## src/rtl/assert_macros.svh

```systemverilog
// Assertion helpers; expect clk and rst_n in scope.
`ifndef ASSERT_MACROS_SVH
`define ASSERT_MACROS_SVH

// Property must hold at every edge outside reset.
`define CHK(name, prop, msg) \
    name: assert property (@(posedge clk) disable iff (!rst_n) prop) else $error(msg);

// Condition must never be seen outside reset.
`define CHK_NEVER(name, cond, msg) \
    name: assert property (@(posedge clk) disable iff (!rst_n) !(cond)) else $error(msg);

`endif

```

## src/rtl/clip_pkg.sv

```systemverilog
package clip_pkg;

    localparam logic [7:0] CH_MINUS   = 8'd45;
    localparam logic [7:0] CH_ZERO    = 8'd48;
    localparam logic [7:0] CH_NINE    = 8'd57;
    localparam logic [7:0] CH_UC_A    = 8'd65;
    localparam logic [7:0] CH_UC_Z    = 8'd90;
    localparam logic [7:0] CH_LC_A    = 8'd97;
    localparam logic [7:0] CH_LC_Z    = 8'd122;
    localparam logic [7:0] CH_LC_X    = 8'd120;
    localparam logic [7:0] CH_UC_X    = 8'd88;
    localparam logic [7:0] CH_LC_B    = 8'd98;
    localparam logic [7:0] CH_UC_B    = 8'd66;
    localparam logic [7:0] CH_SPACE   = 8'd32;
    localparam logic [7:0] CH_TAB     = 8'd9;
    localparam logic [7:0] CH_CR      = 8'd13;

    localparam logic [5:0] NOT_DIGIT  = 6'd63;

    localparam logic [4:0] BASE_2     = 5'd2;
    localparam logic [4:0] BASE_8     = 5'd8;
    localparam logic [4:0] BASE_10    = 5'd10;
    localparam logic [4:0] BASE_16    = 5'd16;

    // Finished string, waiting for sign fix-up and delivery
    typedef struct packed {
        logic [31:0] acc;
        logic        neg;
        logic [4:0]  radix;
    } clip_result_t;

    function automatic logic is_ws(input logic [7:0] c);
        is_ws = (c == CH_SPACE) || ((c >= CH_TAB) && (c <= CH_CR));
    endfunction

    // '0'-'9' -> 0..9, letters of either case -> 10..35
    function automatic logic [5:0] digit_of(input logic [7:0] c);
        logic [7:0] d;
        d = 8'd0;
        digit_of = NOT_DIGIT;
        if ((c >= CH_ZERO) && (c <= CH_NINE))
        begin
            d = c - CH_ZERO;
            digit_of = d[5:0];
        end
        else if ((c >= CH_UC_A) && (c <= CH_UC_Z))
        begin
            d = c - CH_UC_A + 8'd10;
            digit_of = d[5:0];
        end
        else if ((c >= CH_LC_A) && (c <= CH_LC_Z))
        begin
            d = c - CH_LC_A + 8'd10;
            digit_of = d[5:0];
        end
    endfunction

endpackage

```

## src/rtl/clip_parse.sv

```systemverilog
`include "assert_macros.svh"

module clip_parse
    import clip_pkg::*;
(
    input  logic         clk,
    input  logic         rst_n,
    input  logic         advance,
    input  logic         pipe_valid,
    input  logic [7:0]   pipe_ch,
    input  logic         pipe_last,
    output logic         fin_valid,
    output clip_result_t fin
);

    typedef enum logic [2:0] {
        PH_SKIP   = 3'd0,
        PH_SIGN   = 3'd1,
        PH_ZERO   = 3'd2,
        PH_DIGITS = 3'd3,
        PH_STOP   = 3'd4
    } phase_t;

    phase_t       phase_reg, phase_next;
    logic         neg_reg, neg_next;
    logic [4:0]   base_reg, base_next;
    logic [31:0]  acc_reg, acc_next;
    logic         fin_valid_reg;
    clip_result_t fin_reg;

    logic [5:0]   d;
    logic         digit_ok;
    logic [31:0]  prod;
    logic [31:0]  acc_step;
    logic         step;

    logic         parse_idle;
    logic         base_ok;
    logic         pre_digits;

    assign step = advance && pipe_valid;

    always_comb
    begin
        d        = digit_of(pipe_ch);
        digit_ok = d < {1'b0, base_reg};
        case (base_reg)
            BASE_2:  prod = {acc_reg[30:0], 1'b0};
            BASE_8:  prod = {acc_reg[28:0], 3'b0};
            BASE_16: prod = {acc_reg[27:0], 4'b0};
            default: prod = {acc_reg[28:0], 3'b0} + {acc_reg[30:0], 1'b0};
        endcase
        acc_step = prod + {26'd0, d};

        phase_next = phase_reg;
        neg_next   = neg_reg;
        base_next  = base_reg;
        acc_next   = acc_reg;

        case (phase_reg)
            PH_SKIP, PH_SIGN:
            begin
                if ((phase_reg == PH_SKIP) && is_ws(pipe_ch))
                begin
                    phase_next = PH_SKIP;
                end
                else if (pipe_ch == CH_MINUS)
                begin
                    neg_next   = ~neg_reg;
                    phase_next = PH_SIGN;
                end
                else if (pipe_ch == CH_ZERO)
                begin
                    base_next  = BASE_8;
                    phase_next = PH_ZERO;
                end
                else
                begin
                    // accumulator is still zero here, so the first digit is the value
                    base_next = BASE_10;
                    if (d < {1'b0, BASE_10})
                    begin
                        acc_next   = {26'd0, d};
                        phase_next = PH_DIGITS;
                    end
                    else
                    begin
                        phase_next = PH_STOP;
                    end
                end
            end
            PH_ZERO:
            begin
                if ((pipe_ch == CH_LC_X) || (pipe_ch == CH_UC_X))
                begin
                    base_next  = BASE_16;
                    phase_next = PH_DIGITS;
                end
                else if ((pipe_ch == CH_LC_B) || (pipe_ch == CH_UC_B))
                begin
                    base_next  = BASE_2;
                    phase_next = PH_DIGITS;
                end
                else if (digit_ok)
                begin
                    acc_next   = acc_step;
                    phase_next = PH_DIGITS;
                end
                else
                begin
                    phase_next = PH_STOP;
                end
            end
            PH_DIGITS:
            begin
                if (digit_ok)
                begin
                    acc_next = acc_step;
                end
                else
                begin
                    phase_next = PH_STOP;
                end
            end
            default:
            begin
                phase_next = phase_reg;
            end
        endcase
    end

    always_ff @(posedge clk or negedge rst_n)
    begin
        if (!rst_n)
        begin
            phase_reg     <= PH_SKIP;
            neg_reg       <= 1'b0;
            base_reg      <= BASE_10;
            acc_reg       <= 32'd0;
            fin_valid_reg <= 1'b0;
            fin_reg       <= '0;
        end
        else
        begin
            if (advance)
            begin
                fin_valid_reg <= pipe_valid && pipe_last;
            end
            if (step)
            begin
                if (pipe_last)
                begin
                    // string done: back to the idle parse state
                    phase_reg     <= PH_SKIP;
                    neg_reg       <= 1'b0;
                    base_reg      <= BASE_10;
                    acc_reg       <= 32'd0;
                    fin_reg.acc   <= acc_next;
                    fin_reg.neg   <= neg_next;
                    fin_reg.radix <= base_next;
                end
                else
                begin
                    phase_reg <= phase_next;
                    neg_reg   <= neg_next;
                    base_reg  <= base_next;
                    acc_reg   <= acc_next;
                end
            end
        end
    end

    assign fin_valid = fin_valid_reg;
    assign fin       = fin_reg;

    assign parse_idle = (phase_reg == PH_SKIP) && (acc_reg == 32'd0) && !neg_reg
                        && (base_reg == BASE_10);
    assign base_ok    = (base_reg == BASE_2) || (base_reg == BASE_8)
                        || (base_reg == BASE_10) || (base_reg == BASE_16);
    assign pre_digits = (phase_reg == PH_SKIP) || (phase_reg == PH_SIGN);

    `CHK(a_restart_after_last, step && pipe_last |=> parse_idle, "parser not reset after string")
    `CHK(a_base_legal, base_ok, "illegal base")
    `CHK(a_acc_zero_before_digits, pre_digits |-> acc_reg == 32'd0, "accumulator set before digits")

endmodule

```

## src/rtl/clip_out.sv

```systemverilog
`include "assert_macros.svh"

module clip_out
    import clip_pkg::*;
(
    input  logic               clk,
    input  logic               rst_n,
    input  logic               fin_valid,
    input  clip_result_t       fin,
    output logic               advance,
    output logic               out_valid,
    input  logic               out_stall,
    output logic signed [31:0] value,
    output logic [4:0]         radix
);

    logic               out_valid_reg;
    logic signed [31:0] value_reg;
    logic [4:0]         radix_reg;
    logic               skid_full_reg;
    logic signed [31:0] skid_value_reg;
    logic [4:0]         skid_radix_reg;

    logic               arrive;
    logic               out_fire;
    logic signed [31:0] fixed_value;

    assign advance     = !skid_full_reg;
    assign arrive      = advance && fin_valid;
    assign out_fire    = out_valid_reg && !out_stall;
    assign fixed_value = fin.neg ? $signed(~fin.acc + 32'd1) : $signed(fin.acc);

    always_ff @(posedge clk or negedge rst_n)
    begin
        if (!rst_n)
        begin
            out_valid_reg <= 1'b0;
            skid_full_reg <= 1'b0;
        end
        else if (skid_full_reg)
        begin
            if (out_fire)
            begin
                skid_full_reg <= 1'b0;
            end
        end
        else if (!out_valid_reg || out_fire)
        begin
            out_valid_reg <= arrive;
        end
        else if (arrive)
        begin
            skid_full_reg <= 1'b1;
        end
    end

    always_ff @(posedge clk)
    begin
        if (skid_full_reg)
        begin
            if (out_fire)
            begin
                value_reg <= skid_value_reg;
                radix_reg <= skid_radix_reg;
            end
        end
        else if (!out_valid_reg || out_fire)
        begin
            if (arrive)
            begin
                value_reg <= fixed_value;
                radix_reg <= fin.radix;
            end
        end
        else if (arrive)
        begin
            skid_value_reg <= fixed_value;
            skid_radix_reg <= fin.radix;
        end
    end

    assign out_valid = out_valid_reg;
    assign value     = value_reg;
    assign radix     = radix_reg;

    `CHK_NEVER(a_skid_without_out, skid_full_reg && !out_valid_reg, "skid holds data while output is empty")
    `CHK(a_skid_keeps_valid, skid_full_reg && out_fire |=> out_valid_reg && !skid_full_reg, "skid transfer lost")

endmodule

```

## src/rtl/c_integer_literal_parser.sv

```systemverilog
// Channel  | Signals                        | Handshake
// ---------+--------------------------------+-------------------------------
// input    | ch[7:0], last                  | in_valid / in_stall
// output   | value[31:0] signed, radix[4:0] | out_valid / out_stall
//
// One character per cycle while in_stall is low; one result per string, on its last char.
// The final character passes the input register, then the parse step into the result register,
// then the sign fix-up into the output register, before out_valid rises.
// The parse step is a shift-add on the accumulator, done once per character.
// in_stall rises only when the output skid register is full.
// Reset is asynchronous, active low; it empties the pipe and clears the parser.
module c_integer_literal_parser
    import clip_pkg::*;
(
    input  logic               clk,
    input  logic               rst_n,
    input  logic               in_valid,
    output logic               in_stall,
    input  logic [7:0]         ch,
    input  logic               last,
    output logic               out_valid,
    input  logic               out_stall,
    output logic signed [31:0] value,
    output logic [4:0]         radix
);

    logic         advance;
    logic         pipe_valid_reg;
    logic [7:0]   pipe_ch_reg;
    logic         pipe_last_reg;
    logic         fin_valid;
    clip_result_t fin;

    assign in_stall = !advance;

    always_ff @(posedge clk or negedge rst_n)
    begin
        if (!rst_n)
        begin
            pipe_valid_reg <= 1'b0;
        end
        else if (advance)
        begin
            pipe_valid_reg <= in_valid;
        end
    end

    always_ff @(posedge clk)
    begin
        if (advance && in_valid)
        begin
            pipe_ch_reg   <= ch;
            pipe_last_reg <= last;
        end
    end

    clip_parse u_parse (
        .clk        (clk),
        .rst_n      (rst_n),
        .advance    (advance),
        .pipe_valid (pipe_valid_reg),
        .pipe_ch    (pipe_ch_reg),
        .pipe_last  (pipe_last_reg),
        .fin_valid  (fin_valid),
        .fin        (fin)
    );

    clip_out u_out (
        .clk       (clk),
        .rst_n     (rst_n),
        .fin_valid (fin_valid),
        .fin       (fin),
        .advance   (advance),
        .out_valid (out_valid),
        .out_stall (out_stall),
        .value     (value),
        .radix     (radix)
    );

endmodule

```

## config.mk

```make
export PLATFORM = sky130hd
export DESIGN_NAME = c_integer_literal_parser
export DESIGN_NICKNAME = d
export VERILOG_FILES = /design/src/rtl/clip_pkg.sv /design/src/rtl/clip_parse.sv /design/src/rtl/clip_out.sv /design/src/rtl/c_integer_literal_parser.sv
export VERILOG_INCLUDE_DIRS = /design/src /design/src/rtl
export SDC_FILE = /design/constraint.sdc
export NUM_CORES = 1
export LEC_CHECK = 0
export ABC_AREA = 0
export BUFFER_PORTS_ARGS = -buffer_cell sky130_fd_sc_hd__buf_2
export CAP_MARGIN = 20
export CELL_PAD_IN_SITES_DETAIL_PLACEMENT = 0
export CELL_PAD_IN_SITES_GLOBAL_PLACEMENT = 1
export CORE_MARGIN = 2
export CORE_UTILIZATION = 53
export DETAILED_ROUTE_END_ITERATION = 10
export PLACE_DENSITY = 0.85
export SLEW_MARGIN = 20
export SYNTH_ARGS = -nofsm -noshare
export SYNTH_HDL_FRONTEND = slang
export SYNTH_SLANG_ARGS = --single-unit
```

## constraint.sdc

```tcl
create_clock -name clk -period 8.4 [get_ports clk]
set_input_delay 0.84 -clock clk [delete_from_list [all_inputs] [get_ports clk]]
set_output_delay 0.84 -clock clk [all_outputs]
set_load 0.1 [all_outputs]
```

After elaboration in Yosys (flattened, before gate mapping)
Cells that the tools add are included.
{"block": "word_totals", "reg_bits": 166, "inputBits": 13, "wordCells": 128, "output_inout_bits": 39}
{"block": "op_classes", "n_lt_le_gt_ge": 10, "n_mux": 47, "bitwise_logic": 4, "eq_ne": 15, "n_addsub": 8, "reduce_logical": 27}
{"cell": "32-bit 2-to-1 mux", "n": 13}
{"cell": "32-bit case mux with 3 select lines", "n": 2}
{"cell": "5-bit 2-to-1 mux", "n": 9}
{"cell": "32-bit by 1-bit adder with 32-bit output (second input constant)", "n": 1}
{"cell": "32-bit adder", "n": 1}
{"cell": "32-bit by 6-bit adder with 32-bit output", "n": 1}
{"cell": "8-bit by 7-bit == test with 1-bit output (second input constant)", "n": 4}
{"cell": "32-bit NOT", "n": 1}
{"cell": "3-bit 2-to-1 mux", "n": 9}
{"cell": "8-bit by 6-bit == test with 1-bit output (second input constant)", "n": 3}
{"cell": "6-bit 2-to-1 mux", "n": 3}
{"cell": "8-bit by 7-bit >= comparator with 1-bit output (second input constant)", "n": 2}
{"cell": "8-bit by 7-bit <= comparator with 1-bit output (second input constant)", "n": 2}
{"cell": "6-bit by 4-bit adder with 6-bit output (second input constant)", "n": 2}
{"cell": "6-bit subtractor (second input constant)", "n": 2}
{"cell": "1-bit logical AND", "n": 10}
{"cell": "5-bit case mux with 2 select lines", "n": 1}
{"cell": "3-bit case mux with 3 select lines", "n": 1}
{"cell": "3-bit AND reduction", "n": 3}
{"cell": "8-bit by 4-bit >= comparator with 1-bit output (second input constant)", "n": 1}
{"cell": "8-bit by 6-bit >= comparator with 1-bit output (second input constant)", "n": 1}
{"cell": "8-bit by 4-bit <= comparator with 1-bit output (second input constant)", "n": 1}
{"cell": "8-bit by 6-bit <= comparator with 1-bit output (second input constant)", "n": 1}
{"cell": "1-bit 2-to-1 mux", "n": 8}
{"cell": "19 further kinds", "n": 29}

Logic depth before layout (Yosys ltp)
Gate-level depths: netlist (run 1).
{"block": "logic_depth", "depth_word": 12, "mapped_depth": 23, "ltp_nobuf": 21}

Modules after synthesis
Synthesis (run 1) repeated with hierarchy kept, for this count alone.
{"block": "hier_totals", "hier_cells": 1247, "area_unflattened_um2": 11506.0}
{"mod": "clip_parse", "seq_area_each_um2": 2004.4, "n_inst": 1, "cells_per_inst": 910, "area_each_um2": 7264.5}
{"mod": "clip_out", "seq_area_each_um2": 2272.2, "n_inst": 1, "cells_per_inst": 324, "area_each_um2": 3920.0}
{"mod": "c_integer_literal_parser", "seq_area_each_um2": 295.3, "n_inst": 1, "cells_per_inst": 13, "area_each_um2": 321.6}

Worst setup path after synthesis (run 1)
OpenSTA, ideal clock, no wires.
{"block": "synth_path", "kind": "register -> register", "from": "register pipe_ch_reg[1]", "to": "register u_parse.fin_reg, in the netlist u_parse.fin[34]", "stages_incl_launch_ff": 22, "path_buffers": 1, "arrival_time_ns": 4.915, "slack_ns": 3.420, "period_less_slack_ns": 4.980, "t_required_ns": 8.335, "setup_ns": 0.065, "cell_sequence": "edfxtp_1 -> clkbuf_1 -> inv_1 -> ha_1 -> or4b_1 -> a311oi_1 -> a2bb2oi_2 -> o21a_1 -> o22ai_1 -> inv_1 -> ha_1 -> a21o_1 -> a21oi_1 -> o21bai_1 -> a21oi_1 -> or3_1 -> or3_1 -> nor4_4 -> nand2_4 -> or4_1 -> nand3_1 -> mux2_2"}
{"block": "synth_between", "elab_chain_cells": 11, "elab_cells_between_ends": 42, "classes_between": "add/sub (6); order compare (10); eq/ne (7); mux (11); reduce/logical (8)"}
{"item": "start: declaration", "line_no": "c_integer_literal_parser.sv:29", "rtl": "logic [7:0] pipe_ch_reg;"}
{"item": "start signal: assignment", "line_no": "c_integer_literal_parser.sv:52", "rtl": "pipe_ch_reg <= ch;"}
{"item": "parallel branches: the longest is 10 deep, another holds 32-bit by 6-bit adder with 32-bit output"}
{"item": "32-bit case mux with 3 select lines (*)", "line_no": "clip_parse.sv:60", "rtl": "case (phase_reg)"}
{"item": "end: declaration", "line_no": "clip_parse.sv:29", "rtl": "clip_result_t fin_reg;"}
Every way passes the cells marked *.
A chain may end at the register's enable or synchronous reset.

Final worst setup path (run 1)
{"block": "layout_path", "from": "register pipe_ch_reg[1]", "to": "register u_parse.fin_reg, in the netlist u_parse.fin[37]"}
Same word-level chain as after synthesis.

==> metrics.md, run 1 <==
| Metric | Value |
|---|---|
| HPWL after detailed placement | approximately 21000 µm |
| Cell mode on critical path | inv_1 |
| Worst setup EP type | register |
| Total CTS buffers | 17 |
| Cell accounting for the most synthesized area | edfxtp_1 |
| MaxCap Viol Count | 0 |
| Complex-gate fraction of the synthesized area | 22.9% |
| Combinational family with the most area after synthesis | compound AO/OA/AOI/OAI gates |
| Post-synth EDFFs | 83 |
| DRT Pass-1 Iters | 8 |
| Die height | 148 µm |
| FMAX | approximately 0.17 GHz |
| Top_reg_cell synth | edfxtp_1 |
| Final Max Slew Viols | 0 |
| Cell area after layout | ~12000 µm² |
| Adder-Cell Fraction of Synth Area | around 5.7% |
| CTS tree | built |
| Register area | roughly 4600 µm² |
| WP data required | 8.77 ns |
| Actual slew at the worst max-slew pin | about 1.1 ns |
| Slew HR | between 20 and 30% |
| CP max stage cell | or4_4 |
| Setup violations, final | 0 |
| Buf/Inv on CP | 3 |
| Root Driver | clkbuf_16 |
| #FFs+latches synth | around 170 |
| Worst-Skew Late Latency | 0.43 ns |
| VDD IR max | ~0.14 mV |
| 1st-iter DRT viols | about 850 |
| CTS Sinks | about 170 |
| CTS Hold Buffers Added | 0 |
| Antenna Nets Post-Route | 0 |
| Crit path arrival time | 6.23 ns |
| Vias in the first global route | roughly 8700 |
| DRC violations left | 0 |
| Routed len/inst | 20.0 µm |
| Unrepaired setup endpoints after global routing | no |
| Avg Vias per Cell | approximately 6.3 |
| Top cell type's share of synthesized area | a little under a quarter |
| Area post-placement | approximately 12000 µm² |
| Final-layout fill cell count | 1745 |
| Post-Route Setup TNS | 0 ns |
| Initial cell density of the core | between 50 and 60% |
| Crit-path cells | inv_1, ha_1, or4b_1, a311oi_1, a2bb2oi_2, o21ai_0, inv_1, ha_1, inv_1, fa_1, nor2b_1, o21ai_0, nand2b_1, a21oi_1, nor4_1, nand2b_1, nor3_2, nand2_1, or4_4, mux2_4, nor2_2 |
| IO Pins | 52 |
| Max FFs per register | 38 |
| Max clock buf depth | 2 |
| Die ar. | between 20000 and 25000 µm² |
| Layout cells sized above 1 | roughly 14% |
| Avg Synthesized Cell Area | between 9 and 10 µm² |
| Synth Area in Simple Gates | 16.7% |
| Initial antenna violation count | 0 |
| Grt ovf | 0 |
| Static Leak | 4.77 nW |
| Port Buffers | between 50 and 60 |
| Antenna fix cells | 0 |
| Final Hold Viols | 0 |
| Max incr delay on CP | 0.65 ns |
| Worst-path clk slew | roughly 0.070 ns |
| Status | complete, no violations |
| Final net count | around 1300 |
| Area contributors post-synth | edfxtp_1 (23%), dfrtp_1 (18%), ha_1 (5.3%) |
| Pin count of the biggest net entering global routing | 57 |
| Placeable core area | between 20000 and 25000 µm² |
| Crit path launch type | register |
| Crit-path max FO | 13 |
| Post-cts sizing count | 0 |
| Synth Warn # | 0 |
| Via Count | 9369 |
| Seq/Total Area, Yosys | 41.3% |
| Delay-heaviest family, CP | simple AND/OR/NAND/NOR gates |
| Proportion of synthesized area in mux cells | 4.45% |
| Layout area overhead | 10.0% |
| Post-layout min period | between 5 and 6 ns |
| Area occupied by multi-input gates | 6150 µm² |
| Mapped cell area | 11100 µm² |
| Pwr/cell area | ~320 nW/µm² |
| Clock skew | 0.0103 ns |
| GR Util All Layers | 27.3% |
| Period utilization | roughly 70% |
| CP Class | register to register |
| Post-Synthesis Cells | roughly 1200 |
| # Post-CTS Setup Buffers | 0 |
| Routed WL | 29600 µm |
| Worst Hold Class | input port to async pin |
| Xor-xnor portion of the synthesized cell area | around 5.7% |
| Row Count | 52 |
| RePlAce Congestion | 0.903 |
| Synth unique cells | 84 |
| H-tree depth | 4 |
| Async S/R FF share, synth | 50.0% |
| Global-route wire length before repair | 47400 µm |
| Syn Nets | 1231 |
| Die Width | ~150 µm |
## cells by family (layout without fill, tap and decap cells)
family	count (synthesis)	in the layout
AOI/OAI and AO/OA	370	370
xor gates and xnor gates	72	72
adders and majority gates	49	49
buffers and inverters	92	133
DFF	166	166
muxes	44	44
and+or+nand+nor	376	376
## cells in the final DEF, fill, tap and decap left out, types with 14 or more instances in the layout
| master | instances |
|---|---|
| dfrtp_1 | 80 |
| o31ai_1 | 17 |
| nand2b_1 | 14 |
| nor3_1 | 32 |
| a22oi_1 | 22 |
| o21ai_0 | 93 |
| a222oi_1 | 14 |
| clkbuf_16 | 17 |
| a21oi_1 | 70 |
| buf_2 | 50 |
| a21o_1 | 18 |
| nand3_1 | 23 |
| buf_4 | 15 |
| xnor2_1 | 47 |
| nor2_1 | 68 |
| nand2_1 | 140 |
| inv_1 | 35 |
| xor2_1 | 25 |
| edfxtp_1 | 83 |
| mux2_2 | 37 |
| ha_1 | 47 |
| or3_1 | 20 |
## routing by layer
layer  global-route usage, %  share of wire, %
met1                    40.2                46
met2                    41.6                45
met3                    5.09               8.1
met4                    7.29               1.5
met5                       0                 0
## synthesized netlist by cell type, types with 9 or more instances
master	n
a21boi_0	10
a21o_1	18
a21oi_1	70
a221oi_1	10
a222oi_1	14
a22oi_1	22
a31oi_1	11
and3_1	11
buf_2	9
clkbuf_1	45
dfrtp_1	81
edfxtp_1	83
ha_1	47
inv_1	35
mux2_2	37
nand2_1	141
nand2b_1	14
nand3_1	23
nor2_1	69
nor2b_1	9
nor3_1	32
o211ai_1	11
o21ai_0	93
o31ai_1	17
or3_1	20
xnor2_1	47
xor2_1	25
## power by group
group | internal, W | total, W | switching [W] | leakage, nW
Sequential | 0.00112 | 0.00129 | 0.000171 | 1.88
Clock | 0.000397 | 0.000770 | 0.000373 | 0.286
Combinational | 0.000515 | 0.00182 | 0.00131 | 2.61
Total | 0.00203 | 0.00388 | 0.00185 | 4.77
## metrics by stage
step / utilization, % / instances / hold slack [ns] / setup WS, ns / power, W
detailed placement: 56.8 / 1447 / 0.477 / 2.66 / 0.00309
floorplan: - / 1169 / 0.443 / 3.42 / 0.00272
global route: 59.7 / 1480 / 0.334 / 2.20 / 0.00408
finish: 59.7 / 1480 / 0.311 / 2.54 / 0.00388
CTS: 59.6 / 1479 / 0.318 / 2.64 / 0.00387
global placement: 56.8 / 1447 / 0.461 / 2.88 / 0.00306
## path summary, 6_finish.rpt
check / from / end / slack (ns) / depth (start not counted)
max in group asynchronous: rst_n / u_parse.acc_reg[21] / 7.01 / 2
hold / removal: rst_n / u_parse.phase_reg[1] / 0.31 / 1
setup / recovery: pipe_ch_reg[1] / u_parse.fin[37] / 2.54 / 21
min in group clk: u_parse.fin[0] / u_out.skid_radix_reg[0] / 0.49 / 0
setup reg to reg: pipe_ch_reg[1] / u_parse.fin[37] / 2.54 / 21
hold reg to reg: u_parse.fin[0] / u_out.skid_radix_reg[0] / 0.49 / 0
## cell type report
type	instances	area share (%)
Clock buffer	17	3.50
Inverter	35	1.08
Clock inverter	15	1.29
Timing Repair Buffer	66	3.21
Multi-Input combinational cell	911	50.6
Sequential cell	166	37.6
Tap cell	270	2.78
(Power assumes the default switching activity.)
==> run 2, diff against run 1 <==
--- a/config.mk
+++ b/config.mk
@@ -6,15 +6,15 @@
 export SDC_FILE = /design/constraint.sdc
 export NUM_CORES = 1
 export LEC_CHECK = 0
-export ABC_AREA = 0
+export ABC_AREA = 1
 export BUFFER_PORTS_ARGS = -buffer_cell sky130_fd_sc_hd__buf_2
 export CAP_MARGIN = 20
 export CELL_PAD_IN_SITES_DETAIL_PLACEMENT = 0
 export CELL_PAD_IN_SITES_GLOBAL_PLACEMENT = 1
 export CORE_MARGIN = 2
-export CORE_UTILIZATION = 53
+export CORE_UTILIZATION = 42
 export DETAILED_ROUTE_END_ITERATION = 10
-export PLACE_DENSITY = 0.85
+export PLACE_DENSITY = 0.76
 export SLEW_MARGIN = 20
 export SYNTH_ARGS = -nofsm -noshare
 export SYNTH_HDL_FRONTEND = slang
==> constraint.sdc (replaced) <==
create_clock -name clk -period 5.2 [get_ports clk]
set_input_delay 0.52 -clock clk [delete_from_list [all_inputs] [get_ports clk]]
set_output_delay 0.52 -clock clk [all_outputs]
set_load 0.1 [all_outputs]
==> run 2 against run 1 <==
Compared with the run above:
- power increased by 130%
- critical endpoint is now u_parse.acc_reg[27]
- via count increased by 29%
- count of clock-buffer cells in the layout grew 3
- cell area is 16% higher
- critical path depth up 9
==> metrics.md, run 2 <==
| Metric | Value |
|---|---|
| Status | complete, no violations |
| Reg-to-reg endpoint | u_parse.acc_reg[27] |
| H-tree depth | 4 |
| Layout cells sized above 1 | a little under a tenth |
| Top cell type's share of synthesized area | about a fifth |
| Post-layout min period | approximately 4.4 ns |
| Max incr delay on CP | 0.50 ns |
| Worst hold slack | approximately 0.15 ns |
| GR Util All Layers | 24.2% |
| Worst setup EP type | register |
| Clock skew | between 0.02 and 0.025 ns |
| Final Max Slew Viols | 0 |
| Place WS | about 0.84 ns |
| Combinational family with the most area after synthesis | simple AND/OR/NAND/NOR gates |
| 1st-iter DRT viols | 1092 |
| Reg2reg start | pipe_ch_reg[0] |
| Max clock buf depth | 2 |
| VDD IR max | 0.254 mV |
| Cell accounting for the most synthesized area | edfxtp_1 |
| Die ar. | roughly 32000 µm² |
| CTS tree | built |
| Fin cells | approximately 2300 |
| #FFs+latches synth | 166 |
| Commonest non-fill, non-tap cell in the layout | nand2_1 |
| HPWL after detailed placement | around 28000 µm |
| Crit path arrival time | between 4 and 5 ns |
| Crit path launch type | register |
| Antenna Nets Post-Route | 0 |
| Mapped cell area | ~13000 µm² |
| Slew HR | between 20% and 30% |
| CP max stage cell | edfxtp_1 |
| Complex-gate fraction of the synthesized area | a little under an eighth |
| Synth unique cells | 51 |
| Die Width | around 180 µm |
| Power Total | 0.00877 W |
| Final net count | between 1500 and 2000 |
| Placed cells | between 2000 and 2500 |
| Final Hold Viols | 0 |
| Area contributors post-synth | edfxtp_1 (19%), nand2_1 (18%), dfrtp_1 (16%) |
| Cell with the most instances after synthesis | nand2_1 |
| Antenna fix cells | 0 |
| Most frequent cells in the layout | nand2_1 (632), inv_1 (235), nand3_1 (175) |
| Unrepaired setup endpoints after global routing | no |
| Initial cell density of the core | about 42% |
| Async S/R FF share, synth | approximately half |
| Post-cts sizing count | 0 |
| Port Buffers | between 50 and 60 |
| MaxCap Viol Count | 0 |
| Post-Route Setup TNS | 0 ns |
| CP Class | register to register |
| Crit-path max FO | 9 |
| Max FFs per register | 38 |
| IO Pins | 52 |
| Synth Warn # | 0 |
| Worst-path clk slew | roughly 0.080 ns |
| Root Driver | clkbuf_16 |
| Actual slew at the worst max-slew pin | about 1.1 ns |
| Syn Nets | 1936 |
| Cell mode on critical path | nand2_1 |
| Top_reg_cell synth | edfxtp_1 |
| Top cells by count, synth | nand2_1 (632), inv_1 (235), nand3_1 (175) |
| Worst-Skew Late Latency | 0.45 ns |
| RePlAce Congestion | just under 0.9 |
| Vias in the first global route | about 12000 |
| Final WS setup | approximately 0.8 ns |
| Synth Area in Simple Gates | between 30% and 40% |
| Static Leak | slightly below 7 nW |
| Avg Synthesized Cell Area | a little under 7 µm² |
| Initial antenna violation count | 0 |
| Delay-heaviest family, CP | simple AND/OR/NAND/NOR gates |
| Pin count of the biggest net entering global routing | 52 |
| DRC violations left | 0 |
| Proportion of synthesized area in mux cells | 0% |
| Period utilization | a little over four fifths |
| Buf/Inv on CP | 4 |
| Setup violations, final | 0 |
| Layout area overhead | 8.98% |
| Critical path origin | pipe_ch_reg[0] |
| Adder-Cell Fraction of Synth Area | under 10% |
| Placeable core area | between 30000 and 40000 µm² |
| Worst Hold Class | input port to async pin |
| Post-synth EDFFs | 83 |
| Worst Reg-to-Reg Cells | 30 |
| Total CTS buffers | 17 |
| Avg Vias per Cell | 5.25 |
| Routed len/inst | ~17 µm |
| DRT Pass-1 Iters | 5 |
| CTS Hold Buffers Added | 0 |
| Global-route wire length before repair | 62800 µm |
| Seq/Total Area, Yosys | a little over a third |
| Xor-xnor portion of the synthesized cell area | around 3.2% |
| CTS Sinks | 166 |
| Reg2reg setup slack | approximately 0.8 ns |
| WP data required | ~5.5 ns |
| Via Count | 12100 |
| Die height | 179 µm |
| Post-Synthesis Cells | about 1900 |
| Row Count | 64 |
| Pwr/cell area | approximately 620 nW/µm² |
| Grt ovf | 0 |
| Routed WL | ~38000 µm |
| # Post-CTS Setup Buffers | 0 |
| FMAX | about 0.23 GHz |
## run 2: cell types whose count changed in the layout (fill, tap and decap cells not counted), sizes merged, moves of 20 or more
| cell | delta |
|---|---|
| nand3 | +164 |
| mux2 | -38 |
| or3 | -20 |
| nor3 | -24 |
| nand2 | +506 |
| nor2 | +70 |
| o21ai | +38 |
| inv | +213 |
| a22oi | -20 |
| xnor2 | -34 |
## run 2: worst max-delay path by stage
stage	end	slack (ns)	depth (start not counted)
final	u_parse.acc_reg[27]	0.81	30
after global routing	u_parse.acc_reg[27]	0.35	30
after CTS	u_parse.acc_reg[27]	0.82	30
after detailed placement	u_parse.acc_reg[27]	0.84	30
after global placement	u_parse.acc_reg[27]	0.93	30
after floorplan	u_parse.acc_reg[27]	1.44	30
## run 2: power breakdown
group	total, W	leakage [nW]	internal, W	switching (W)
Clock	0.00126	0.270	0.000682	0.000575
Combinational	0.00516	4.66	0.00132	0.00384
Sequential	0.00236	1.87	0.00191	0.000446
Total	0.00877	6.80	0.00391	0.00486
## run 2: final cells by class
class | count | area, µm²
flip-flops and latches | 166 | 4570
repair buffers | 64 | 375
clock inverters | 12 | 121
multi-input cells | 1394 | 7120
inverters | 253 | 950
fillers | 3135 | 16300
well taps | 396 | 495
clock buffers | 20 | 447
## run 2: logic make-up (layout without fill, tap and decap cells)
| logic type | Yosys count | after routing |
|---|---|---|
| AO/OA/AOI/OAI | 273 | 273 |
| AND/OR/NAND/NOR | 1025 | 1025 |
| buffers and inverters | 314 | 349 |
| XOR/XNOR | 47 | 47 |
| adder cells (fa/ha/maj) | 49 | 49 |
| flip-flops | 166 | 166 |
## run 2: per-stage QoR
stage | area, µm² | util, %
after floorplan | 12900 | -
after global placement | 13500 | 44.3
after detailed placement | 13500 | 44.3
after CTS | 14100 | 46.2
after global routing | 14100 | 46.3
final | 14100 | 46.3
## run 2: per-layer routing
metal	track usage, %	part of all wire, %	up-vias
li1	-	-	6165
met3	2.90	5.4	35
met2	37.5	44	365
met4	5.43	1.2	0
met1	36.1	50	5542
met5	0	0	-
==> run 3, diff against run 2 <==
--- a/config.mk
+++ b/config.mk
@@ -6,15 +6,15 @@
 export SDC_FILE = /design/constraint.sdc
 export NUM_CORES = 1
 export LEC_CHECK = 0
-export ABC_AREA = 1
+export ABC_AREA = 0
 export BUFFER_PORTS_ARGS = -buffer_cell sky130_fd_sc_hd__buf_2
 export CAP_MARGIN = 20
 export CELL_PAD_IN_SITES_DETAIL_PLACEMENT = 0
 export CELL_PAD_IN_SITES_GLOBAL_PLACEMENT = 1
 export CORE_MARGIN = 2
-export CORE_UTILIZATION = 42
+export CORE_UTILIZATION = 44
 export DETAILED_ROUTE_END_ITERATION = 10
-export PLACE_DENSITY = 0.76
+export PLACE_DENSITY = 0.75
 export SLEW_MARGIN = 20
 export SYNTH_ARGS = -nofsm -noshare
 export SYNTH_HDL_FRONTEND = slang
==> constraint.sdc (replaced) <==
create_clock -name clk -period 3.8 [get_ports clk]
set_input_delay 0.38 -clock clk [delete_from_list [all_inputs] [get_ports clk]]
set_output_delay 0.38 -clock clk [all_outputs]
set_load 0.1 [all_outputs]
==> run 3 against run 2 <==
Compared with the run above:
- the run now ends with negative setup slack left
- sequential cell count unchanged
- worst setup slack worse by 1.6 ns
- global-route usage up 2.5 points
- critical path depth down 11
- register-to-register slack worse by 1.6 ns
- sequential share of layout area down 2.3 points
- worst hold slack worse by 0.14 ns
- clock skew down 0.0097 ns
- cell count down 22%
- non-clock buffer count up 265
- largest cell class unchanged
- largest power group unchanged
==> metrics.md, run 3 (same netlist as run 1, synthesis figures left out) <==
| Metric | Value |
|---|---|
| Critical path origin | pipe_ch_reg[0] |
| Final WS setup | -0.817 ns |
| Root Driver | clkbuf_16 |
| Worst Hold Class | input port to async pin |
| 1st-iter DRT viols | between 1000 and 1500 |
| Final Max Slew Viols | 0 |
| Worst setup EP type | register |
| Die ar. | between 20000 and 30000 µm² |
| Reg2reg setup slack | -0.82 ns |
| Static Leak | between 6 and 7 nW |
| Die Width | 163 µm |
| Placeable core area | approximately 25000 µm² |
| CTS Sinks | 166 |
| Most frequent cells in the layout | buf_4 (253), nand2_1 (137), edfxtp_1 (83) |
| Antenna fix cells | 0 |
| Pwr/cell area | 635 nW/µm² |
| CTS tree | built |
| RePlAce Congestion | 0.927 |
| DRT Pass-1 Iters | 6 |
| Antenna Nets Post-Route | 0 |
| Avg Vias per Cell | a little under 6 |
| Unrepaired setup endpoints after global routing | yes |
| Placed cells | 1735 |
| Routed len/inst | between 15 and 20 µm |
| VDD IR max | roughly 0.69 mV |
| Row Count | 58 |
| Layout area overhead | 37.0% |
| Routed wl met2 | around 16000 µm |
| Worst Reg-to-Reg Cells | 19 |
| Reg2reg start | pipe_ch_reg[0] |
| Max clock buf depth | 2 |
| GR Util All Layers | 26.6% |
| Initial cell density of the core | between 40 and 50% |
| Slew HR | 34.7% |
| Wl on met1 | 16100 µm |
| End point of the critical path | u_parse.fin[30] |
| Global-route wire length before repair | 54900 µm |
| Vias in the first global route | 10000 |
| Clock skew | ~0.011 ns |
| Worst-Skew Late Latency | 0.43 ns |
| Failing checks | negative setup slack |
| WP data required | between 4 and 5 ns |
| Initial antenna violation count | 0 |
| Setup violations, final | 67 |
| Worst-path clk slew | 0.07 ns |
| CP Class | register to register |
| Routed WL | 35200 µm |
| Crit path launch type | register |
| Final Hold Viols | 0 |
| Period utilization | 122% |
| Actual slew at the worst max-slew pin | around 1 ns |
| Final-layout fill cell count | ~2100 |
| Final net count | ~1500 |
| Pin count of the biggest net entering global routing | 56 |
| DRC violations left | 0 |
| Post-Route Setup TNS | -32.27 ns |
| Max FFs per register | 38 |
| MaxCap Viol Count | 0 |
| Port Buffers | 51 |
| H-tree depth | 4 |
| Top Metal Used | met4 |
| IO Pins | 52 |
| Die height | about 160 µm |
| Via Count | 10500 |
| Post-layout min period | between 4 and 5 ns |
| Total CTS buffers | 17 |
| FMAX | around 0.22 GHz |
| Crit-path max FO | 7 |
| Crit path arrival time | 4.90 ns |
| Layout cells sized above 1 | between 30% and 40% |
| Fin cells | between 1500 and 2000 |
| Grt ovf | 0 |
| Reg-to-reg endpoint | u_parse.fin[30] |
| Status | complete, but fails checks |
| HPWL after detailed placement | around 26000 µm |
| Met3 Wirelength | 2510 µm |
| Commonest non-fill, non-tap cell in the layout | buf_4 |
run 3: repair_timing:
| action | in CTS | in global routing |
|---|---|---|
| gates resized for setup | 91 | 84 |
| endpoints found under the setup margin | 67 | 67 |
| buffers inserted | 27 | 14 |
| pin swaps | 42 | 39 |
| hold buffers | 0 | 0 |
| cloned | 1 | 0 |
run 3: layer usage:
layer | vias up | global-route usage [%]
li1 | 5004 | -
met1 | 5011 | 38.0
met2 | 384 | 41.6
met3 | 56 | 4.94
met4 | 0 | 7.56
met5 | - | 0
run 3: how the worst min path moves through the flow:
stage	to	cells past startpoint
after detailed placement	u_out.skid_radix_reg[2]	0
after CTS	pipe_valid_reg	1
after global routing	pipe_valid_reg	1
after global placement	u_out.skid_radix_reg[0]	0
final	pipe_valid_reg	1
after floorplan	pipe_valid_reg	0
run 3: area by class of cell:
cell class	count	area [µm²]	share of cell area [%]
multi-input combinational	912	6950	45.9
tap	330	413	2.72
sequential	166	4570	30.2
clock buffer	18	429	2.83
timing repair buffer	329	2490	16.4
inverter	35	134	0.883
clock inverter	14	160	1.06
run 3: per-stage QoR:
stage / worst slack, ns / hold WS, ns / instance area (µm²) / utilization (%) / total power [W]
CTS: -0.774 / 0.0520 / 14600 / 58.5 / 0.00929
finish: -0.817 / 0.00681 / 15200 / 60.7 / 0.00962
floorplan: -0.726 / 0.0844 / 11200 / - / 0.00604
global placement: -0.725 / 0.464 / 13400 / 53.8 / 0.00726
global route: -0.953 / 0.0666 / 15200 / 60.7 / 0.0101
detailed placement: -0.863 / 0.475 / 13400 / 53.8 / 0.00733
run 3: report_power, final:
group | leakage [nW] | switching [W] | total, W | internal, W
combinational | 4.17 | 0.00338 | 0.00514 | 0.00176
sequential | 1.88 | 0.000246 | 0.00273 | 0.00248
clock | 0.280 | 0.000816 | 0.00175 | 0.000936
run 3: critical path, cell delays in order, from the launching register on:
cell	delay, ns
edfxtp_1	0.43
ha_2	0.22
or4b_4	0.51
a311oi_4	0.29
a2bb2oi_4	0.21
o21a_1	0.18
o22ai_4	0.10
inv_2	0.09
ha_4	0.12
a21o_1	0.13
a21oi_2	0.07
o21bai_1	0.20
a21oi_2	0.10
or3_4	0.34
or3_4	0.36
nor4_4	0.32
nand2_4	0.13
or3_4	0.36
a32oi_2	0.23
o21ai_1	0.09
